**src/design/nlcs_pkg.sv**
```systemverilog
// Nested-loop command sequencer: shared types and constants.
// Used by the controller, datapath and top level; depends on nothing.
`default_nettype none
package nlcs_pkg;

	localparam int ADDR_IN_W = 10;
	localparam int WORD_W    = 32;
	localparam int FIELD_W   = 16;
	localparam int DEPTH_W   = 4;

	localparam logic [1:0] CMD_WRITE   = 2'd0;
	localparam logic [1:0] CMD_RESTART = 2'd1;
	localparam logic [1:0] CMD_STEP    = 2'd2;

	localparam logic [FIELD_W-1:0] OPEN_MARK     = 16'h8000;
	localparam logic [FIELD_W-1:0] CLOSE_MARK    = 16'h0000;
	localparam logic [FIELD_W-1:0] FOREVER_COUNT = 16'hFFFF;

	typedef enum logic [1:0] {
		FAULT_NONE    = 2'd0,
		FAULT_NO_LOOP = 2'd1,
		FAULT_NEST    = 2'd2,
		FAULT_FETCH   = 2'd3
	} fault_t;

	typedef enum logic [2:0] {
		S_IDLE,
		S_ADDR,
		S_FETCH,
		S_EXEC,
		S_HOLD
	} state_t;

	typedef struct packed {
		logic [1:0]           command;
		logic [ADDR_IN_W-1:0] word_address;
		logic [WORD_W-1:0]    word_data;
	} cmd_item_t;

	typedef struct packed {
		logic [FIELD_W-1:0] dir_and_delay;
		fault_t             fault;
	} rsp_item_t;

	typedef struct packed {
		logic   load;
		logic   reduce;
		logic   mem_we;
		logic   restart;
		logic   mem_re;
		logic   fetch_clr;
		logic   fetch_inc;
		logic   exec_word;
		logic   out_load;
		fault_t out_fault;
	} dp_cmd_t;

	typedef struct packed {
		logic [1:0] command;
		logic       addr_big;
		logic       is_open;
		logic       is_close;
		logic       stack_full;
		logic       stack_empty;
		logic       fetch_last;
		logic       out_free;
	} dp_status_t;

endpackage
`default_nettype wire

```
**src/design/nlcs_ctrl.sv**
```systemverilog
// Sequencer controller: state machine that drives the datapath commands.
// Depends on nlcs_pkg.
`default_nettype none
module nlcs_ctrl (
	input  wire logic                clk,
	input  wire logic                arst_n,
	input  wire logic                cmd_valid,
	output logic                     cmd_ready,
	input  wire nlcs_pkg::dp_status_t st,
	output nlcs_pkg::dp_cmd_t        dc
);
	import nlcs_pkg::*;

	state_t state_q, state_d;
	fault_t fault_q, fault_d;
	logic   fin;
	fault_t fcode;

	always_ff @(posedge clk or negedge arst_n) begin
		if (!arst_n) begin
			state_q <= S_IDLE;
		end else begin
			state_q <= state_d;
		end
	end

	always_ff @(posedge clk) begin
		fault_q <= fault_d;
	end

	always_comb begin
		state_d   = state_q;
		fault_d   = fault_q;
		cmd_ready = 1'b0;
		dc        = '0;
		fin       = 1'b0;
		fcode     = FAULT_NONE;
		unique case (state_q)
			S_IDLE: begin
				cmd_ready = 1'b1;
				if (cmd_valid) begin
					dc.load = 1'b1;
					state_d = S_ADDR;
				end
			end
			S_ADDR: begin
				unique case (st.command)
					CMD_STEP: begin
						dc.fetch_clr = 1'b1;
						state_d      = S_FETCH;
					end
					CMD_WRITE: begin
						if (st.addr_big) begin
							dc.reduce = 1'b1;
						end else begin
							dc.mem_we = 1'b1;
							state_d   = S_IDLE;
						end
					end
					CMD_RESTART: begin
						if (st.addr_big) begin
							dc.reduce = 1'b1;
						end else begin
							dc.restart = 1'b1;
							state_d    = S_IDLE;
						end
					end
					default: state_d = S_IDLE;
				endcase
			end
			S_FETCH: begin
				dc.mem_re = 1'b1;
				state_d   = S_EXEC;
			end
			S_EXEC: begin
				if (st.is_open && st.stack_full) begin
					fin   = 1'b1;
					fcode = FAULT_NEST;
				end else if (st.is_close && st.stack_empty) begin
					fin   = 1'b1;
					fcode = FAULT_NO_LOOP;
				end else begin
					dc.exec_word = 1'b1;
					if (!st.is_open && !st.is_close) begin
						fin = 1'b1;
					end else if (st.fetch_last) begin
						fin   = 1'b1;
						fcode = FAULT_FETCH;
					end else begin
						dc.fetch_inc = 1'b1;
						state_d      = S_FETCH;
					end
				end
				fault_d = fcode;
				if (fin) begin
					if (st.out_free) begin
						dc.out_load  = 1'b1;
						dc.out_fault = fcode;
						state_d      = S_IDLE;
					end else begin
						state_d = S_HOLD;
					end
				end
			end
			S_HOLD: begin
				if (st.out_free) begin
					dc.out_load  = 1'b1;
					dc.out_fault = fault_q;
					state_d      = S_IDLE;
				end
			end
			default: state_d = S_IDLE;
		endcase
	end

endmodule
`default_nettype wire

```
**config.mk**
```make
export PLATFORM = sky130hd
export DESIGN_NAME = nlcs_ctrl
export DESIGN_NICKNAME = d
export VERILOG_FILES = /design/src/design/nlcs_pkg.sv /design/src/design/nlcs_ctrl.sv
export SDC_FILE = /design/constraint.sdc
export NUM_CORES = 1
export LEC_CHECK = 0
export ABC_AREA = 1
export BUFFER_PORTS_ARGS = -buffer_cell sky130_fd_sc_hd__buf_4
export CAP_MARGIN = 40
export CELL_PAD_IN_SITES_DETAIL_PLACEMENT = 1
export CELL_PAD_IN_SITES_GLOBAL_PLACEMENT = 1
export CORE_MARGIN = 8
export CORE_UTILIZATION = 25
export DETAILED_ROUTE_END_ITERATION = 8
export PLACE_DENSITY = 0.7
export SKIP_LAST_GASP = 1
export SYNTH_ARGS = -nofsm -noshare
export SYNTH_HDL_FRONTEND = slang
export SYNTH_SLANG_ARGS = --single-unit
```
**constraint.sdc**
```tcl
create_clock -name clk -period 1.18 [get_ports clk]
set_input_delay 0.236 -clock clk [delete_from_list [all_inputs] [get_ports clk]]
set_output_delay 0.236 -clock clk [all_outputs]
set_load 0.05 [all_outputs]
```
==> impl_metrics.yaml, run 1 <==
critical_path:
  r2r-end: "state_q[0]$_DFFE_PN0P_"
  start_kind: "flip-flop"
  crit_type: "flip-flop to primary output"
  startpoint: "state_q[0]$_DFFE_PN0P_"
  end_kind: "primary output"
  r2r_setup_slack_ns: -0.34
  r2r_start: "state_q[0]$_DFFE_PN0P_"
  critPathArrivalTime_ns: 1.35
  critPathMaxFanout: 4
  endpoint: "dc[2]"
  cp_data_required_time_ns: 0.94
  worstRegToRegCells: 10
cells_and_area:
  fin_nets: 123
  stdcell_count: 126
  drive_above_1_share: 0.682
  multiInputGateArea_um2: 332
  fill_cells: 191
  syn_to_final_growth_pct: 142
  antenna_cells: 0
  final_util: 0.641
  seq_area_um2: 139
  final_common_cell: "buf_4"
  mostFrequentLayoutCells: "buf_4 (31), nand2_1 (13), nor2_4 (7), inv_1 (7), buf_6 (7)"
die:
  die_area_um2: 3100
  coreArea_um2: 1490
  die_h_um: 55.7
  rows: 14
  initial_core_util: 0.265
  io_pins: 24
  die_x_um: 55.7
timing:
  clock.fmax_mhz: 630
  worstMarginPinSlew_ns: 0.206
  period_needed_ns: 1.59
  rsz0062_at_grt: "yes"
  finalHoldViolCount: 0
  skew_ns: 0.00771
  setup_ws_ns: -0.408
  relSlewSlack: 0.861
  period_share: 1.35
  final_max_slew_viol_count: 0
  setup_viol: 14
global_route:
  grt_overflow_total: 0
  grt_start_max_net_pins: 6
  grt_pass1_wl_um: 2780
  first_global_vias: 641
  antenna_found_initial: 0
  grtUsageTotal: 0.107
placement:
  dp_slack_ns: -0.239
  io_buffers: 23
  post-dp-hpwl_um: 1200
  dp_cells: 113
  gp_congestion: 0.697
logic_synthesis:
  syn_inst: 64
  synth_area_um2: 394
  yosys_warnings: 0
  ys_seq_area_frac: 0.343
  synth_nets: 76
  synth_cell_types: 13
  synth-seq-cells: 5
  avgSynthCellArea_um2: 6.16
clock_tree:
  cts_tree: "built"
  clockRootBuffer: "clkbuf_4"
  clk_latency_ns: 0.25
  cts.clk_slew.worst_paths_ns: 0.05
  htree_levels: 1
  cts_max_path_buffers: 2
  clock-sinks: 5
  cts_buffers: 3
min_path:
  hp-class: "input pin to async pin"
power_and_ir_drop:
  power.internal_uw: 954
  p_per_area_nw_per_um2: 2020
  power_frac_clock: 0.111
  pwr-share-comb: 0.718
  power.leakage_nw: 0.461
  seq_power_share: 0.170
  switching_share: 0.504
  ir_drop_mv: 1.36
  p_switching_uw: 971
routing:
  dr_total_vias: 591
  drt-pass1-iter-count: 4
  ant_nets: 0
  wl_um: 1680
  wl_per_cell_um: 13.4
  drt_iter0_markers: 12
  drc: 0
  vias_per_cell: 4.69
outcome:
  outcome: "finished, violations left"
  violations: "setup timing"
run:
  cap_violations: 0
-- metal layers --
metal / wire [um] / vias to the layer above / global-route usage
met5: 0 / - / 0
met4: 0 / 0 / 0.0634
met3: 85 / 0 / 0.0411
met2: 921 / 15 / 0.179
met1: 676 / 283 / 0.110
li1: - / 293 / -
-- through the flow --
stage | hold WS [ns] | TNS, ns | power [mW] | instance area, um^2
6_report | 0.320 | -5.04 | 1.93 | 955
5_1_grt | 0.327 | -5.91 | 2.02 | 955
4_1_cts | 0.316 | -5.01 | 1.78 | 905
3_5_place_dp | 0.0279 | -1.89 | 1.33 | 769
3_3_place_gp | 0.0281 | -1.69 | 1.31 | 769
2_1_floorplan | -0.0596 | -0.955 | 1.01 | 502
-- layout make-up --
type,instances,share of cell area
Inverter,15,0.0747
Tap cell,16,0.0210
Multi-Input combinational cell,44,0.347
Clock buffer,4,0.0275
Timing Repair Buffer,42,0.384
Sequential cell,5,0.145
-- sequential cells by signal, indices dropped and copies added, names as in the netlist --
| signal | count |
|---|---|
| fault_q | 2 |
| state_q | 3 |
-- kinds of logic after synthesis --
group / share of synthesized area
and+or+nand+nor: 0.467
buffers and inverters: 0.143
DFF: 0.343
AOI/OAI and AO/OA: 0.0476
-- cells in the mapped netlist --
cell type,count,area share
a21boi_0,1,0.019
nand2_1,21,0.20
inv_1,15,0.14
o21ai_1,1,0.013
nor2_2,1,0.016
edfxtp_1,2,0.15
nand3_1,6,0.076
nor4_1,2,0.032
dfrtp_1,3,0.19
nand4_1,3,0.048
nor2_4,1,0.029
nor2_1,7,0.067
o22ai_1,1,0.016
-- worst max-delay path: stages (launching register included) --
cell and delay [ns]:
dfrtp_2 0.45, nor2_4 0.16, nand2_4 0.07, buf_6 0.12
o22ai_4 0.13, buf_6 0.18
-- power groups by stage --
stage	sequential (mW)	clock [mW]	combinational (mW)
final	0.328	0.215	1.38
after global routing	0.335	0.225	1.46
after CTS	0.300	0.202	1.28
after detailed placement	0.296	0	1.03
after global placement	0.291	0	1.02
after floorplan	0.284	0	0.726
-- how the worst min path moves through the flow --
| stage | endpoint | slack, ns | cells after the start |
|---|---|---|---|
| floorplan | state_q[0]$_DFFE_PN0P_ | -0.06 | 0 |
| CTS | state_q[0]$_DFFE_PN0P_ | 0.32 | 2 |
| finish | state_q[0]$_DFFE_PN0P_ | 0.32 | 2 |
| detailed placement | state_q[0]$_DFFE_PN0P_ | 0.03 | 1 |
| global placement | state_q[0]$_DFFE_PN0P_ | 0.03 | 1 |
| global route | state_q[0]$_DFFE_PN0P_ | 0.33 | 2 |
-- timing repair --
item	in CTS	in global routing
pin swaps	4	2
endpoints found under the setup margin	12	16
setup buffers	6	2
hold buffers	1	0
hold endpoints to repair	3	0
resized for setup	16	11
Note: power is estimated with default switching activity, not from simulation.
==> run 2: changes to the inputs <==
ABC_AREA = default   (was 1)
PLACE_DENSITY = 0.69   (was 0.7)
REMOVE_ABC_BUFFERS = 1   (was default)
==> impl_metrics.yaml, run 2 <==
outcome:
  outcome: "aborted with a tool error"
  flow.stopped_at: "global routing (5_1_grt)"
  error: "[ERROR DPL-0033] detailed placement checks failed during check placement."
clock_tree:
  cts_max_path_buffers: 2
  clock-sinks: 5
  htree_levels: 1
  cts_buffers: 3
  clockRootBuffer: "clkbuf_4"
timing:
  postGrtWorstEndpoint: "dc[5]"
  worstEpCategory: "top-level output"
logic_synthesis:
  synth_cell_types: 23
  async_flop_share: 0.600
  synth_area_leaders: "dfrtp_1 (21%), edfxtp_1 (17%), nor2_1 (9.5%), a22o_1 (4.9%), nor4b_1 (4.9%)"
  yosys_warnings: 0
  yosysTopAreaCell: "dfrtp_1"
  synth_area_um2: 355
  synth_top_flop_cell: "dfrtp_1"
  synth-seq-cells: 5
  synth-edff-count: 2
  avgSynthCellArea_um2: 8.46
  syn_inst: 42
  synth_common_cells: "nor2_1 (9), dfrtp_1 (3), inv_1 (3), o21ai_0 (3)"
  ys_seq_area_frac: 0.380
  yosysMostFrequentCell: "nor2_1"
  synth_top_area_frac: 0.211
die:
  die_h_um: 53.7
  die_x_um: 53.7
  io_pins: 24
  initial_core_util: 0.270
  rows: 13
placement:
  io_buffers: 23
  gp_congestion: 0.653
  post-dp-hpwl_um: 1200
global_route:
  antenna_found_initial: 0
  grt_start_max_net_pins: 6
run 2: cell families after synthesis:
kind of cell,Yosys count,share of synthesized area
AND/OR/NAND/NOR,25,0.412
flip-flops,5,0.380
AO/OA/AOI/OAI,9,0.176
buffers and inverters,3,0.0317
run 2: what timing repair did:
item,4_1_cts
hold buffers,1
setup buffers,7
pin swaps,12
hold endpoints to repair,3
resized for setup,43
setup endpoints to repair,17
run 2: through the flow:
| step | instance area (um^2) | TNS (ns) | utilization | std cells | worst slack [ns] |
|---|---|---|---|---|---|
| 4_1_cts | 943 | -6.96 | 0.716 | 108 | -0.658 |
| 2_1_floorplan | 355 | -12.36 | - | 42 | -1.40 |
| 3_3_place_gp | 682 | -5.13 | 0.518 | 98 | -0.599 |
| 3_5_place_dp | 682 | -5.72 | 0.518 | 98 | -0.625 |
==> run 3: changes to the inputs <==
CELL_PAD_IN_SITES_DETAIL_PLACEMENT = default   (was 1)
CELL_PAD_IN_SITES_GLOBAL_PLACEMENT = default   (was 1)
CORE_AREA = 8 8 69 71   (was default)
CORE_MARGIN = default   (was 8)
CORE_UTILIZATION = default   (was 25)
DIE_AREA = 0 0 77 79   (was default)
PLACE_DENSITY = default   (was 0.69)
PLACE_DENSITY_LB_ADDON = 0.15   (was default)
==> impl_metrics.yaml, run 3 <==
logic_synthesis:
  ys_seq_area_frac: 0.380
  synth_area_um2: 355
  yosys_warnings: 0
  synth-seq-cells: 5
  synth-edff-count: 2
  yosysMostFrequentCell: "nor2_1"
  synth_cell_types: 23
  async_flop_share: 0.600
  syn_inst: 42
  avgSynthCellArea_um2: 8.46
  yosysTopAreaCell: "dfrtp_1"
  synth_top_area_frac: 0.211
  synth_top_flop_cell: "dfrtp_1"
  synth_area_leaders: "dfrtp_1 (21%), edfxtp_1 (17%), nor2_1 (9.5%), a22o_1 (4.9%), nor4b_1 (4.9%)"
  synth_common_cells: "nor2_1 (9), dfrtp_1 (3), inv_1 (3), o21ai_0 (3)"
placement:
  post-dp-hpwl_um: 1180
  placed_area_um2: 733
  gp_congestion: 0.666
  io_buffers: 23
routing:
  drt-pass1-iter-count: 4
  ant_nets: 0
  wl_um: 1440
  dr_total_vias: 501
  wl_per_cell_um: 10.1
  drt_iter0_markers: 20
  vias_per_cell: 3.50
  drc: 0
die:
  initial_core_util: 0.0935
  die_area_um2: 6080
  die_h_um: 79
  io_pins: 24
  coreArea_um2: 3800
  die_x_um: 77
  rows: 23
min_path:
  worstHoldStart: "st[0]"
  hp-class: "input pin to flip-flop"
  whs_path_depth: 2
  min_to: "state_q[2]$_DFFE_PN0P_"
clock_tree:
  htree_levels: 1
  clk_latency_ns: 0.22
  cts_tree: "built"
  cts.clk_slew.worst_paths_ns: 0.03
  cts_max_path_buffers: 2
  clockRootBuffer: "clkbuf_8"
  cts_buffers: 3
  clock-sinks: 5
timing:
  skew_ns: 0.000299
  rsz0062_at_grt: "yes"
  clock.fmax_mhz: 554
  setup_viol: 17
  final_max_slew_viol_count: 0
  finalHoldViolCount: 0
  relSlewSlack: 0.732
  timing.setup.tns_ns: -5.71
  setup_ws_ns: -0.625
  period_share: 1.53
  worstMarginPinSlew_ns: 0.400
  period_needed_ns: 1.81
critical_path:
  cp_data_required_time_ns: 0.94
  end_kind: "primary output"
  worstRegToRegCells: 6
  start_kind: "flip-flop"
  r2r_setup_slack_ns: -0.09
  critPathMaxFanout: 3
  crit_type: "flip-flop to primary output"
  r2r_start: "state_q[2]$_DFFE_PN0P_"
  r2r-end: "state_q[0]$_DFFE_PN0P_"
  critPathArrivalTime_ns: 1.57
global_route:
  antenna_found_initial: 0
  grt_pass1_wl_um: 2590
  grt_overflow_total: 0
  grtUsageTotal: 0.0543
  first_global_vias: 564
  grt_start_max_net_pins: 6
cells_and_area:
  mostFrequentLayoutCells: "buf_4 (25), buf_6 (13), buf_8 (8)"
  fill_cells: 413
  postLayoutCellArea_um2: 1050
  fin_nets: 106
  largest_registers: "state_q (3), fault_q (2)"
  syn_to_final_growth_pct: 195
  final_common_cell: "buf_4"
  largest_register_ff_count: 3
  seq_area_um2: 136
  drive_above_1_share: 0.763
  multiInputGateArea_um2: 330
  antenna_cells: 0
  final_util: 0.276
  top_register: "state_q"
power_and_ir_drop:
  p_per_area_nw_per_um2: 1980
  power.leakage_nw: 0.468
  ir_drop_mv: 0.563
outcome:
  outcome: "finished, violations left"
  violations: "setup timing"
run:
  cap_violations: 0
[run 3: cell counts after synthesis]
Identical to the previous run, type by type.
[run 3: power breakdown]
part | switching, mW | internal [mW]
registers | 0.0485 | 0.237
logic | 0.740 | 0.742
clock network | 0.0768 | 0.231
[run 3: final cells by class]
class / instances / share of cell area
flip-flops and latches: 5 / 0.130
well taps: 50 / 0.0596
repair buffers: 47 / 0.442
inverters: 3 / 0.0107
multi-input cells: 34 / 0.315
clock buffers: 4 / 0.0429
[run 3: through the flow]
stage / power (mW) / setup slack, ns / hold WS [ns] / instances
after global routing: 2.20 / -0.656 / 0.193 / 143
after detailed placement: 1.24 / -0.614 / 0.0284 / 134
after global placement: 1.24 / -0.613 / 0.0308 / 134
after CTS: 1.87 / -0.641 / 0.191 / 139
after floorplan: 0.778 / -1.40 / -0.0596 / 42
final: 2.08 / -0.625 / 0.193 / 143
[run 3: kinds of logic (layout without fill, tap and decap cells)]
group | Yosys count | in the layout | share of synthesized area
DFF | 5 | 5 | 0.380
and+or+nand+nor | 25 | 25 | 0.412
AOI/OAI and AO/OA | 9 | 9 | 0.176
buffers and inverters | 3 | 54 | 0.0317
[run 3: layer usage]
metal | up-vias | wire length (um) | track usage
met5 | - | 0 | 0
met3 | 2 | 86 | 0.0192
met2 | 15 | 707 | 0.0807
li1 | 252 | - | -
met1 | 232 | 612 | 0.0599
met4 | 0 | 34 | 0.0509
[run 3: worst max path at each step]
stage | from | endpoint | slack (ns)
floorplan | state_q[2]$_DFFE_PN0P_ | state_q[1]$_DFFE_PN0P_ | -1.40
global placement | st[5] | dc[2] | -0.61
detailed placement | st[5] | dc[2] | -0.61
CTS | state_q[2]$_DFFE_PN0P_ | dc[1] | -0.64
global route | state_q[2]$_DFFE_PN0P_ | dc[8] | -0.66
finish | state_q[2]$_DFFE_PN0P_ | dc[8] | -0.63
[run 3: what timing repair did]
action,CTS,global route
buffers inserted,0,4
hold endpoints to repair,3,0
gates resized for setup,38,18
gates cloned,0,0
setup endpoints to repair,17,17
pin swaps,7,10
hold buffers,1,0
[run 3: critical path, stage by stage, from the launching register on]
cell and delay [ns]:
dfrtp_1 0.36, nand2b_4 0.15, buf_6 0.12, or4_4 0.45, nor2_4 0.11, buf_8 0.15
